`src/hw/rtl/hng_pkg.sv`:
```
// hng_pkg: shared constants, register codes and pipeline records
// of the height map normal generator
// no dependencies
package hng_pkg;

  localparam int MAX_WIDTH = 1024;
  localparam int MAX_ROWS  = 1024;
  localparam int COL_W     = $clog2(MAX_WIDTH);
  localparam int ROW_W     = $clog2(MAX_ROWS);
  localparam int DIM_W     = 11;

  // square root: one result bit per step
  localparam int SQRT_STEPS     = 16;
  localparam int SQRT_PER_STAGE = 2;
  localparam int SQRT_STAGES    = SQRT_STEPS / SQRT_PER_STAGE;

  // restoring divider: one quotient bit per step
  localparam int DIV_STEPS     = 16;
  localparam int DIV_PER_STAGE = 2;
  localparam int DIV_STAGES    = DIV_STEPS / DIV_PER_STAGE;

  typedef enum logic [2:0] {
    REG_MAP_WIDTH   = 3'd0,
    REG_MAP_ROWS    = 3'd1,
    REG_HEIGHT_GAIN = 3'd2,
    REG_COLUMN_STEP = 3'd3,
    REG_ROW_STEP    = 3'd4
  } cfg_reg_t;

  typedef struct packed {
    logic [15:0] gain;
    logic [15:0] col_step;
    logic [15:0] row_step;
  } cfg_t;

  // stage 1: neighbour samples of one pixel
  typedef struct packed {
    logic             valid;
    logic [7:0]       mid_c;
    logic [7:0]       mid_cmax;
    logic [7:0]       mid_cmin;
    logic [7:0]       smin;
    logic [7:0]       smax;
    logic [1:0]       run_a;
    logic [1:0]       run_b;
    logic [COL_W-1:0] col;
    logic [ROW_W-1:0] row;
    logic             last;
  } pix_t;

  // fields that ride along to the output
  typedef struct packed {
    logic [25:0]      pos_x;
    logic [15:0]      pos_y;
    logic [25:0]      pos_z;
    logic [COL_W-1:0] tex_u;
    logic [ROW_W-1:0] tex_v;
    logic             last;
  } side_t;

  typedef struct packed {
    logic [15:0] mag;
    logic        neg;
    logic [1:0]  run;
  } axis_t;

  typedef struct packed {
    logic        valid;
    side_t       side;
    axis_t       a;
    axis_t       b;
    logic [31:0] sq_a;
    logic [31:0] sq_b;
  } slope_t;

  typedef struct packed {
    logic        valid;
    side_t       side;
    axis_t       a;
    axis_t       b;
    logic [15:0] ra;
    logic [15:0] rb;
  } root_t;

  typedef struct packed {
    logic        valid;
    side_t       side;
    logic [15:0] nx;
    logic [14:0] ny;
    logic [15:0] nz;
  } res_t;

endpackage

```
`src/hw/rtl/hng_sqrt.sv`:
```
// hng_sqrt: pipelined floor square root of d^2 + run^2 for both slopes,
// two result bits per stage
// depends on hng_pkg
module hng_sqrt (
  input  logic            clk,
  input  logic            rst_n,
  input  logic            en,
  input  hng_pkg::slope_t slope,
  output hng_pkg::root_t  root
);

  localparam int NS = hng_pkg::SQRT_STAGES;

  typedef struct packed {
    logic [31:0] rad;
    logic [17:0] rem;
    logic [15:0] res;
  } lane_t;

  typedef struct packed {
    logic           valid;
    hng_pkg::side_t side;
    hng_pkg::axis_t a;
    hng_pkg::axis_t b;
    lane_t          la;
    lane_t          lb;
  } stg_t;

  stg_t stg_r   [NS];
  stg_t stg_nxt [NS];

  function automatic lane_t seed(input logic [31:0] sq, input logic [1:0] run);
    lane_t o;
    logic [2:0] rr;
    rr    = {1'b0, run} * {1'b0, run};
    o.rad = sq + {13'b0, rr, 16'b0};
    o.rem = '0;
    o.res = '0;
    return o;
  endfunction

  // one digit pair of the radicand per step
  function automatic lane_t step(input lane_t l);
    lane_t o;
    logic [19:0] r2, tr;
    r2    = {l.rem, l.rad[31:30]};
    tr    = {2'b00, l.res, 2'b01};
    o.rad = {l.rad[29:0], 2'b00};
    if (r2 >= tr) begin
      o.rem = 18'(r2 - tr);
      o.res = {l.res[14:0], 1'b1};
    end else begin
      o.rem = r2[17:0];
      o.res = {l.res[14:0], 1'b0};
    end
    return o;
  endfunction

  always_comb begin
    stg_t cur;
    for (int k = 0; k < NS; k++) begin
      if (k == 0) begin
        cur.valid = slope.valid;
        cur.side  = slope.side;
        cur.a     = slope.a;
        cur.b     = slope.b;
        cur.la    = seed(slope.sq_a, slope.a.run);
        cur.lb    = seed(slope.sq_b, slope.b.run);
      end else begin
        cur = stg_r[k-1];
      end
      for (int j = 0; j < hng_pkg::SQRT_PER_STAGE; j++) begin
        cur.la = step(cur.la);
        cur.lb = step(cur.lb);
      end
      stg_nxt[k] = cur;
    end
  end

  always_ff @(posedge clk) begin
    for (int k = 0; k < NS; k++) begin
      if (!rst_n) begin
        stg_r[k].valid <= 1'b0;
      end else if (en) begin
        stg_r[k] <= stg_nxt[k];
      end
    end
  end

  assign root.valid = stg_r[NS-1].valid;
  assign root.side  = stg_r[NS-1].side;
  assign root.a     = stg_r[NS-1].a;
  assign root.b     = stg_r[NS-1].b;
  assign root.ra    = stg_r[NS-1].la.res;
  assign root.rb    = stg_r[NS-1].lb.res;

endmodule

```
`config.mk`:
```
export PLATFORM = sky130hd
export DESIGN_NAME = hng_sqrt
export DESIGN_NICKNAME = d
export VERILOG_FILES = /design/src/hw/rtl/hng_pkg.sv /design/src/hw/rtl/hng_sqrt.sv
export SDC_FILE = /design/constraint.sdc
export NUM_CORES = 2
export LEC_CHECK = 0
export BUFFER_PORTS_ARGS = -buffer_cell sky130_fd_sc_hd__buf_2
export CAP_MARGIN = 20
export CORE_MARGIN = 1.5
export CORE_UTILIZATION = 45
export DETAILED_ROUTE_END_ITERATION = 10
export SYNTH_ARGS = -nofsm -noshare
export SYNTH_HDL_FRONTEND = slang
export SYNTH_SLANG_ARGS = --single-unit
```
`constraint.sdc`:
```
create_clock -name clk -period 57.5 [get_ports clk]
set_input_delay 5.75 -clock clk [delete_from_list [all_inputs] [get_ports clk]]
set_output_delay 5.75 -clock clk [all_outputs]
set_load 0.02 [all_outputs]
```
==> out/metrics.yaml <==
syn-cell-area_um2: 71100
place.gp.congestion: 0.874
start_util: 0.454
period_share: 0.193
yosys-top-cells-count: "edfxtp_1, nor2_1, ha_1, a21oi_1, inv_1"
power.ir.vdd_worst_uv: 26.6
ant_nets: 0
drive_gt1_frac: 0.142
fin_total_pwr_mw: 2.76
path_class: "in -> reg"
hp-start: "stg_r[0][947]"
grt_antenna_before_repair: 2
grt_first_pass_wirelength_um: 194000
hold_class: "reg -> reg"
yosysWarnings: 0
power_density_nw_per_um2: 34.6
grt.busiest_layer: "met2"
dr.pass1.iters: 5
critPathCaptureType: "flip-flop"
hpwl_um: 84500
cap_violations: 0
core_area_um2: 157000
avgViaCountPerCell: 5.12
overflow: 0
synthCells: 4926
syn_to_final_growth_pct: 12.2
cts.clk_slew.worst_paths_ns: 0.06
p_leak_nw: 29.0
worstReg2RegStart: "stg_r[1][253]"
synth_area_leader_cell: "edfxtp_1"
timing.fmax_mhz: 89.9
period_minus_slack_ns: 11.12
status: "complete, no violations"
cp-start-kind: "primary input"
clkSinkCount: 1630
yosysUniqueCellTypes: 108
synth_edf_count: 1629
row_count: 145
routed_wl_um: 122000
rsz0062_at_grt: "false"
reg2reg_to: "stg_r[1][527]"
use_met1: 0.198
ys_seq_elements: 1630
relSlewSlack: 0.287
ys.flop_type: "edfxtp_1"
largest_register_ffs: 1630
routedWlPerCell_um: 16.4
yosysSeqAreaShare: 0.689
tightest_slew_ns: 1.07
tns_ns: 0
vias: 38082
synth.top_cell.area_share: 0.688
postCtsSetupBuffers: 0
clock_skew_ns: 0.0456
dieArea_um2: 160000
clockBufferDepth: 3
top_regs: "stg_r: 1630 flops"
r2r_cells: 21
cts_tree: "yes"
grtUsageMet2: 0.244
top_register: "stg_r"
die_x_um: 400
syn_area_per_cell_um2: 14.4
setup_violations: 0
hold_viol: 0
cts_root_buffer: "clkbuf_16"
numCtsBuffers: 169
pin_count: 355
rrSetupSlack_ns: 50.92
final_nets: 5746
numPortBuffers: 354
ys_async_sr_fraction: 0
holdPathEnd: "stg_r[1][191]"
clk_latency_ns: 0.79
gr-usage-all-layers: 0.149
grt_pass1_vias: 36851
first_iter_violations: 2466
synth_area_leaders: "edfxtp_1, ha_1, xnor2_1"
htree_levels: 4
cts.repair.resized: 0
drc: 0
met3_usage: 0.0326
crit_arrival_ns: 11.57
hold_buffers: 0
yosysMostFrequentCell: "edfxtp_1"
worstPathMaxFanout: 195
grt_max_degree: 196
cp.required_ns: 57.95
worst_hold_path.num_cells: 0
die_y_um: 400
finalMaxSlewViolations: 0
==> stage by stage <==
| stage | cells | setup WS, ns | hold slack, ns | util | area [µm²] |
|---|---|---|---|---|---|
| floorplan | 4929 | 13.07 | 0.400 | - | 71100 |
| global placement | 7131 | 45.27 | 0.400 | 0.473 | 74100 |
| detailed placement | 7131 | 45.13 | 0.405 | 0.473 | 74100 |
| CTS | 7438 | 46.05 | 0.369 | 0.509 | 79700 |
| global route | 7440 | 45.81 | 0.388 | 0.509 | 79700 |
| finish | 7441 | 46.38 | 0.381 | 0.509 | 79800 |
==> cells in the final DEF (no fill, tap or decap), types with 13 or more instances in the layout <==
cell / Yosys / routed
buf_4: 162 / 22
mux2i_1: 29 / 29
mux2_2: 50 / 50
clkinv_1: 6 / 27
inv_1: 247 / 247
and2_1: 25 / 24
nor2b_1: 43 / 43
nand2b_1: 43 / 43
a21o_1: 73 / 73
nand2_1: 225 / 225
nor4_1: 49 / 49
and3_1: 42 / 42
a21oi_1: 284 / 284
nand4_1: 49 / 49
or3_1: 39 / 39
clkinvlp_4: 0 / 15
nor2_1: 330 / 330
clkbuf_1: 40 / 36
a211oi_1: 28 / 28
clkbuf_16: 0 / 173
ha_1: 306 / 306
xor2_1: 122 / 122
clkinv_2: 0 / 27
edfxtp_1: 1629 / 1629
o31ai_1: 27 / 27
nor3b_1: 18 / 18
o21a_1: 52 / 52
o211ai_1: 30 / 30
buf_2: 21 / 354
nor3_1: 105 / 104
or2_2: 30 / 30
o21bai_1: 26 / 26
xnor2_1: 233 / 233
nand3_1: 91 / 91
or4_1: 20 / 20
bufinv_16: 0 / 16
nand3b_1: 17 / 17
o21ai_0: 139 / 139
a31oi_1: 32 / 32
a221oi_1: 13 / 13
==> cell type report <==
class                           count  area [µm²]
Antenna cell                        2        5.00
Clock buffer                      212        4510
Clock inverter                     95        1100
Fill cell                       13180       76800
Inverter                          260         981
Multi-Input combinational cell   2805       19600
Sequential cell                  1630       48900
Tap cell                         2058        2570
Timing Repair Buffer              379        2000
==> cells by family after synthesis <==
kind of cell	Yosys count	synth area share
flops	1630	0.689
simple gates	1190	0.0860
compound gates	864	0.0794
buf+inv	494	0.0352
xor+xnor	355	0.0438
fa+ha+maj	306	0.0539
mux	86	0.0132
other cells	1	0.0000528
==> worst max-delay path, stage by stage <==
cell and delay (ns):
buf_2 0.16, and2_4 0.49, buf_4 0.80, buf_4 0.80, buf_12 0.65, buf_4 0.82
buf_4 0.88, buf_4 0.35, buf_16 0.35
==> power breakdown <==
group	internal, mW	switching [mW]	leakage, nW	total [mW]
Combinational	0.115	0.163	11.1	0.279
Clock	0.632	0.449	2.69	1.08
Sequential	1.38	0.0257	15.2	1.40
Total	2.12	0.638	29.0	2.76
==> layer usage <==
metal  routed length (µm)  vias up  share of wire
li1                     -    19150              -
met1                55800    18022           0.46
met2                57700      690           0.47
met3                 5280      218          0.043
met4                 3010        2          0.025
met5                   14        -        0.00011
==> how the worst max path moves through the flow <==
| stage | to | slack, ns | cells after the start | start |
|---|---|---|---|---|
| after CTS | stg_r[0][153] | 46.05 | 8 | en |
| after detailed placement | stg_r[0][23] | 45.13 | 8 | en |
| after global routing | stg_r[0][236] | 45.81 | 9 | en |
| final | stg_r[0][153] | 46.38 | 9 | rst_n |
| after floorplan | stg_r[0][0] | 13.07 | 2 | en |
| after global placement | stg_r[0][21] | 45.27 | 8 | en |
(Power assumes the default switching activity.)
