`src/hw/rtl/hng_pkg.sv`:
```
// hng_pkg: shared constants, register codes and pipeline records
// of the height map normal generator
// no dependencies
package hng_pkg;

  localparam int MAX_WIDTH = 1024;
  localparam int MAX_ROWS  = 1024;
  localparam int COL_W     = $clog2(MAX_WIDTH);
  localparam int ROW_W     = $clog2(MAX_ROWS);
  localparam int DIM_W     = 11;

  // square root: one result bit per step
  localparam int SQRT_STEPS     = 16;
  localparam int SQRT_PER_STAGE = 2;
  localparam int SQRT_STAGES    = SQRT_STEPS / SQRT_PER_STAGE;

  // restoring divider: one quotient bit per step
  localparam int DIV_STEPS     = 16;
  localparam int DIV_PER_STAGE = 2;
  localparam int DIV_STAGES    = DIV_STEPS / DIV_PER_STAGE;

  typedef enum logic [2:0] {
    REG_MAP_WIDTH   = 3'd0,
    REG_MAP_ROWS    = 3'd1,
    REG_HEIGHT_GAIN = 3'd2,
    REG_COLUMN_STEP = 3'd3,
    REG_ROW_STEP    = 3'd4
  } cfg_reg_t;

  typedef struct packed {
    logic [15:0] gain;
    logic [15:0] col_step;
    logic [15:0] row_step;
  } cfg_t;

  // stage 1: neighbour samples of one pixel
  typedef struct packed {
    logic             valid;
    logic [7:0]       mid_c;
    logic [7:0]       mid_cmax;
    logic [7:0]       mid_cmin;
    logic [7:0]       smin;
    logic [7:0]       smax;
    logic [1:0]       run_a;
    logic [1:0]       run_b;
    logic [COL_W-1:0] col;
    logic [ROW_W-1:0] row;
    logic             last;
  } pix_t;

  // fields that ride along to the output
  typedef struct packed {
    logic [25:0]      pos_x;
    logic [15:0]      pos_y;
    logic [25:0]      pos_z;
    logic [COL_W-1:0] tex_u;
    logic [ROW_W-1:0] tex_v;
    logic             last;
  } side_t;

  typedef struct packed {
    logic [15:0] mag;
    logic        neg;
    logic [1:0]  run;
  } axis_t;

  typedef struct packed {
    logic        valid;
    side_t       side;
    axis_t       a;
    axis_t       b;
    logic [31:0] sq_a;
    logic [31:0] sq_b;
  } slope_t;

  typedef struct packed {
    logic        valid;
    side_t       side;
    axis_t       a;
    axis_t       b;
    logic [15:0] ra;
    logic [15:0] rb;
  } root_t;

  typedef struct packed {
    logic        valid;
    side_t       side;
    logic [15:0] nx;
    logic [14:0] ny;
    logic [15:0] nz;
  } res_t;

endpackage

```
`src/hw/rtl/hng_lift.sv`:
```
// hng_lift: heights, positions, height differences and their squares
// (pipeline stages 2 and 3)
// depends on hng_pkg
module hng_lift (
  input  logic            clk,
  input  logic            rst_n,
  input  logic            en,
  input  hng_pkg::cfg_t   cfg,
  input  hng_pkg::pix_t   pix,
  output hng_pkg::slope_t slope
);

  localparam int CW = hng_pkg::COL_W;
  localparam int RW = hng_pkg::ROW_W;

  logic          v2_r;
  logic [15:0]   h_cmax_r, h_cmin_r, h_smax_r, h_smin_r, h_mid_r;
  logic [25:0]   px_r, pz_r;
  logic [1:0]    ka2_r, kb2_r;
  logic [CW-1:0] c2_r;
  logic [RW-1:0] p2_r;
  logic          last2_r;

  logic [16:0]   da, db;
  logic [15:0]   ma, mb;

  hng_pkg::slope_t slope_r;

  function automatic logic [15:0] lift(input logic [7:0] s, input logic [15:0] g);
    logic [23:0] prod;
    prod = {16'b0, s} * {8'b0, g};
    return prod[23:8];
  endfunction

  // stage 2: Q8.8 heights and positions
  always_ff @(posedge clk) begin
    if (!rst_n) begin
      v2_r <= 1'b0;
    end else if (en) begin
      v2_r <= pix.valid;
    end
  end

  always_ff @(posedge clk) begin
    if (en) begin
      h_cmax_r <= lift(pix.mid_cmax, cfg.gain);
      h_cmin_r <= lift(pix.mid_cmin, cfg.gain);
      h_smax_r <= lift(pix.smax, cfg.gain);
      h_smin_r <= lift(pix.smin, cfg.gain);
      h_mid_r  <= lift(pix.mid_c, cfg.gain);
      px_r     <= 26'(pix.col) * 26'(cfg.col_step);
      pz_r     <= 26'(pix.row) * 26'(cfg.row_step);
      ka2_r    <= pix.run_a;
      kb2_r    <= pix.run_b;
      c2_r     <= pix.col;
      p2_r     <= pix.row;
      last2_r  <= pix.last;
    end
  end

  // stage 3: magnitudes and squares of the differences
  always_comb begin
    da = {1'b0, h_cmax_r} - {1'b0, h_cmin_r};
    db = {1'b0, h_smax_r} - {1'b0, h_smin_r};
    ma = da[16] ? 16'(-da) : da[15:0];
    mb = db[16] ? 16'(-db) : db[15:0];
  end

  always_ff @(posedge clk) begin
    if (!rst_n) begin
      slope_r.valid <= 1'b0;
    end else if (en) begin
      slope_r.valid <= v2_r;
    end
  end

  always_ff @(posedge clk) begin
    if (en) begin
      slope_r.side.pos_x <= px_r;
      slope_r.side.pos_y <= h_mid_r;
      slope_r.side.pos_z <= pz_r;
      slope_r.side.tex_u <= c2_r;
      slope_r.side.tex_v <= p2_r;
      slope_r.side.last  <= last2_r;
      slope_r.a.mag      <= ma;
      slope_r.a.neg      <= da[16];
      slope_r.a.run      <= ka2_r;
      slope_r.b.mag      <= mb;
      slope_r.b.neg      <= db[16];
      slope_r.b.run      <= kb2_r;
      slope_r.sq_a       <= {16'b0, ma} * {16'b0, ma};
      slope_r.sq_b       <= {16'b0, mb} * {16'b0, mb};
    end
  end

  assign slope = slope_r;

endmodule

```
`config.mk`:
```
export PLATFORM = sky130hd
export DESIGN_NAME = hng_lift
export DESIGN_NICKNAME = d
export VERILOG_FILES = /design/src/hw/rtl/hng_pkg.sv /design/src/hw/rtl/hng_lift.sv
export SDC_FILE = /design/constraint.sdc
export NUM_CORES = 2
export LEC_CHECK = 0
export BUFFER_PORTS_ARGS = -buffer_cell sky130_fd_sc_hd__buf_2
export CORE_ASPECT_RATIO = 0.8
export CORE_MARGIN = 3
export CORE_UTILIZATION = 45
export CTS_CLUSTER_DIAMETER = 80
export DETAILED_ROUTE_END_ITERATION = 16
export GPL_ROUTABILITY_DRIVEN = 0
export PLACE_DENSITY = 0.72
export SYNTH_ARGS = -nofsm -noshare
export SYNTH_HDL_FRONTEND = slang
export SYNTH_SLANG_ARGS = --single-unit
```
`constraint.sdc`:
```
create_clock -name clk -period 9.5 [get_ports clk]
set_clock_uncertainty 0.2 [all_clocks]
set_input_delay 1.9 -clock clk [delete_from_list [all_inputs] [get_ports clk]]
set_output_delay 1.9 -clock clk [all_outputs]
set_load 0.03 [all_outputs]
```
==> impl_metrics.prom <==
# TYPE chip_impl_metric gauge
chip_impl_info{name="outcome",value="completed"} 1
chip_impl_metric{name="floorplan.die_area",unit="um2"} 125000
chip_impl_metric{name="first_pass_iters",unit=""} 6
chip_impl_metric{name="hold_violations",unit=""} 0
chip_impl_metric{name="wl",unit="um"} 130000
chip_impl_info{name="tritoncts",value="built"} 1
chip_impl_metric{name="hpwlAfterDp",unit="um"} 102000
chip_impl_metric{name="vias_in_the_first_global_route",unit=""} 40400
chip_impl_info{name="crit_path_end_kind",value="flop"} 1
chip_impl_metric{name="final_max_slew_viol_count",unit=""} 0
chip_impl_metric{name="ios",unit=""} 309
chip_impl_metric{name="worstSkewPairLatency",unit="ns"} 0.62
chip_impl_metric{name="reg2reg_slack",unit="ns"} 0.31
chip_impl_metric{name="cap_violations",unit=""} 0
chip_impl_metric{name="clk_pin_slew_worst_paths",unit="ns"} 0.07
chip_impl_metric{name="port-buffer-count",unit=""} 306
chip_impl_metric{name="syn_avg_cell_area",unit="um2"} 9.86
chip_impl_info{name="cp_common_cell",value="sky130_fd_sc_hd__fa_1"} 1
chip_impl_metric{name="detailroute.via_count",unit=""} 38500
chip_impl_metric{name="grt_first_pass_wirelength",unit="um"} 213000
chip_impl_metric{name="ff_latch_area",unit="um2"} 10400
chip_impl_metric{name="number_of_flops_mapped_to_enable_cells_by_yosys",unit=""} 344
chip_impl_metric{name="grt_max_degree",unit=""} 143
chip_impl_metric{name="antenna_found_initial",unit=""} 21
chip_impl_metric{name="gr-total-overflow",unit=""} 0
chip_impl_metric{name="cts-buffers-inserted",unit=""} 47
chip_impl_metric{name="netlist_area",unit="um2"} 54400
chip_impl_metric{name="grt.met2_usage",unit="%"} 33.4
chip_impl_metric{name="final_layout_size_suffix_gt1_share",unit="%"} 9.68
chip_impl_metric{name="htreeDepth",unit=""} 2
chip_impl_metric{name="remaining_drc_errors",unit=""} 0
chip_impl_metric{name="rows",unit=""} 113
chip_impl_info{name="cts_root_buffer",value="sky130_fd_sc_hd__clkbuf_16"} 1
chip_impl_metric{name="wl_per_cell",unit="um"} 17.4
chip_impl_metric{name="core_area",unit="um2"} 119000
chip_impl_metric{name="design.final.nets",unit=""} 7413
chip_impl_metric{name="cp_slowest_stage_delay",unit="ns"} 0.56
chip_impl_metric{name="syn_to_final_growth",unit="%"} 9.97
chip_impl_metric{name="start_util",unit="%"} 45.6
chip_impl_metric{name="routed_via_density",unit=""} 5.17
chip_impl_info{name="setup_repair_after_global_routing_missed_its_margin",value="yes"} 1
chip_impl_metric{name="met1_usage",unit="%"} 29.5
chip_impl_metric{name="stdcell_area",unit="um2"} 59800
chip_impl_metric{name="synth.yosys.seq_area_share",unit="%"} 19.1
chip_impl_info{name="slowest_library_cell_on_the_worst_path",value="sky130_fd_sc_hd__fa_1"} 1
chip_impl_metric{name="async_flop_share",unit="%"} 0
chip_impl_metric{name="max-slew-margin-rel",unit="%"} 16.6
chip_impl_metric{name="min_period",unit="ns"} 9.19
chip_impl_info{name="timing.hold.worst.class",value="reg2reg"} 1
chip_impl_metric{name="num-fill-cells",unit=""} 10800
chip_impl_info{name="setup.worst_path.start_class",value="flop"} 1
chip_impl_metric{name="synth.lib_cells_used.distinct",unit=""} 87
chip_impl_metric{name="drt.antenna.violating_nets",unit=""} 0
chip_impl_metric{name="grt_use_met3",unit="%"} 4.38
chip_impl_metric{name="tightest_slew",unit="ns"} 1.24
chip_impl_metric{name="drt-initial-drc-count",unit=""} 2513
chip_impl_metric{name="max_clock_freq",unit="MHz"} 109
chip_impl_info{name="most_used_routing_layer",value="met2"} 1
chip_impl_metric{name="ys_ff_latch",unit=""} 346
chip_impl_metric{name="netlist_instances",unit=""} 5517
chip_impl_metric{name="report.final.setup_viol",unit=""} 0
chip_impl_metric{name="cts-root-to-sink-buffers",unit=""} 3
chip_impl_metric{name="post-route-period-util",unit="%"} 96.8
chip_impl_metric{name="critical_path_required",unit="ns"} 9.66
chip_impl_metric{name="postPlaceCellArea",unit="um2"} 57800
chip_impl_metric{name="crit_path_max_fanout",unit=""} 7
chip_impl_metric{name="ys_warn_count",unit=""} 0
chip_impl_metric{name="die_h",unit="um"} 317
chip_impl_metric{name="clkSinkCount",unit=""} 346
chip_impl_metric{name="die_w",unit="um"} 395
chip_impl_metric{name="multi_input_comb_area",unit="um2"} 39200
chip_impl_info{name="timing.setup.critical_path_class",value="reg2reg"} 1
chip_impl_metric{name="globalRouteTotalUtil",unit="%"} 21.0
chip_impl_metric{name="cp_data_arrival_time",unit="ns"} 9.35
chip_impl_info{name="synthFlopType",value="sky130_fd_sc_hd__edfxtp_1"} 1
critical path, delay by kind of cell, from the launching register on:
family	cells	cell delay (ns)
adder cells (fa/ha/maj)	9	3.82
AO/OA/AOI/OAI	13	2.70
AND/OR/NAND/NOR	4	1.02
buffers and inverters	7	0.56
flip-flops	1	0.36
XOR/XNOR	2	0.26
registers in the layout, indices dropped and copies added, names as in the netlist:
register  flops
ka2_r         2
pz_r         26
h_cmin_r     16
h_smin_r     16
h_cmax_r     16
v2_r          1
kb2_r         2
p2_r         10
c2_r         10
last2_r       1
px_r         26
h_smax_r     16
h_mid_r      16
slope       188
layer usage:
layer,up-vias,wire [um]
met5,-,80
li1,17600,-
met1,19300,57400
met3,200,10100
met2,1305,58800
met4,12,3320
layout make-up:
class	instances	share of cell area (%)
clock buffers	52	2.00
multi-input cells	3828	65.5
well taps	1610	3.37
diodes	10	0.0418
clock inverters	35	0.663
repair buffers	397	3.79
flip-flops and latches	346	17.3
inverters	1159	7.28
synth_stat cells (21+ instances only):
cell type	count	area share, %
sky130_fd_sc_hd__nor2_1	238	1.6
sky130_fd_sc_hd__xnor2_1	132	2.1
sky130_fd_sc_hd__nand3_1	34	0.31
sky130_fd_sc_hd__xor2_1	77	1.2
sky130_fd_sc_hd__nand2_1	745	5.1
sky130_fd_sc_hd__inv_1	1144	7.9
sky130_fd_sc_hd__a21o_1	53	0.73
sky130_fd_sc_hd__a21oi_1	138	1.3
sky130_fd_sc_hd__ha_1	555	13
sky130_fd_sc_hd__o21a_1	39	0.54
sky130_fd_sc_hd__edfxtp_1	344	19
sky130_fd_sc_hd__fa_1	962	35
sky130_fd_sc_hd__clkbuf_1	173	1.2
sky130_fd_sc_hd__o21ai_0	74	0.68
sky130_fd_sc_hd__nor2b_1	24	0.28
sky130_fd_sc_hd__nor3_1	48	0.44
sky130_fd_sc_hd__and2_1	427	4.9
sky130_fd_sc_hd__o21bai_1	21	0.29
cell usage in the layout, fill, tap and decap left out, drive strengths merged, types with 79 or more instances in the layout:
cell type	Yosys	routed
a21oi	138	138
xnor2	133	133
fa	962	962
ha	555	555
buf	12	397
inv	1150	1164
and2	427	427
xor2	79	79
edfxtp	344	344
nand2	746	746
nor2	238	238
path summary, 6_finish.rpt:
path | cells after the start | start | endpoint
min | 0 | h_mid_r[12] | slope[161]
max | 35 | h_cmax_r[0] | slope[62]
min reg2reg | 0 | h_mid_r[12] | slope[161]
max reg2reg | 35 | h_cmax_r[0] | slope[62]
per-stage QoR:
step / std cells / setup slack, ns / hold WS, ns / util (%) / TNS (ns)
after CTS: 7410 / 0.0222 / 0.203 / 49.8 / 0
after global placement: 7323 / 0.0971 / 0.201 / 48.5 / 0
after global routing: 7435 / -0.147 / 0.220 / 50.1 / -0.430
final: 7437 / 0.307 / 0.208 / 50.2 / 0
after floorplan: 5518 / 0.328 / 0.200 / - / 0
after detailed placement: 7323 / -0.176 / 0.205 / 48.5 / -0.229
cell families after synthesis:
| logic type | count (synthesis) | synth area share [%] |
|---|---|---|
| AOI/OAI and AO/OA | 461 | 5.65 |
| xor gates and xnor gates | 212 | 3.47 |
| adders and majority gates | 1517 | 48.1 |
| buffers and inverters | 1344 | 9.33 |
| DFF | 346 | 19.1 |
| muxes | 6 | 0.120 |
| other | 1 | 0.00689 |
| and+or+nand+nor | 1630 | 14.2 |
repair_timing:
action	4_1_cts	5_1_grt
endpoints found under the setup margin	2	17
resized for setup	1	56
hold buffers	0	0
setup buffers	0	17
pin swaps	0	10
Power is left out: the tool's default activity adds up to more than one toggle a clock period on the data nets, which glitch-free logic cannot reach.
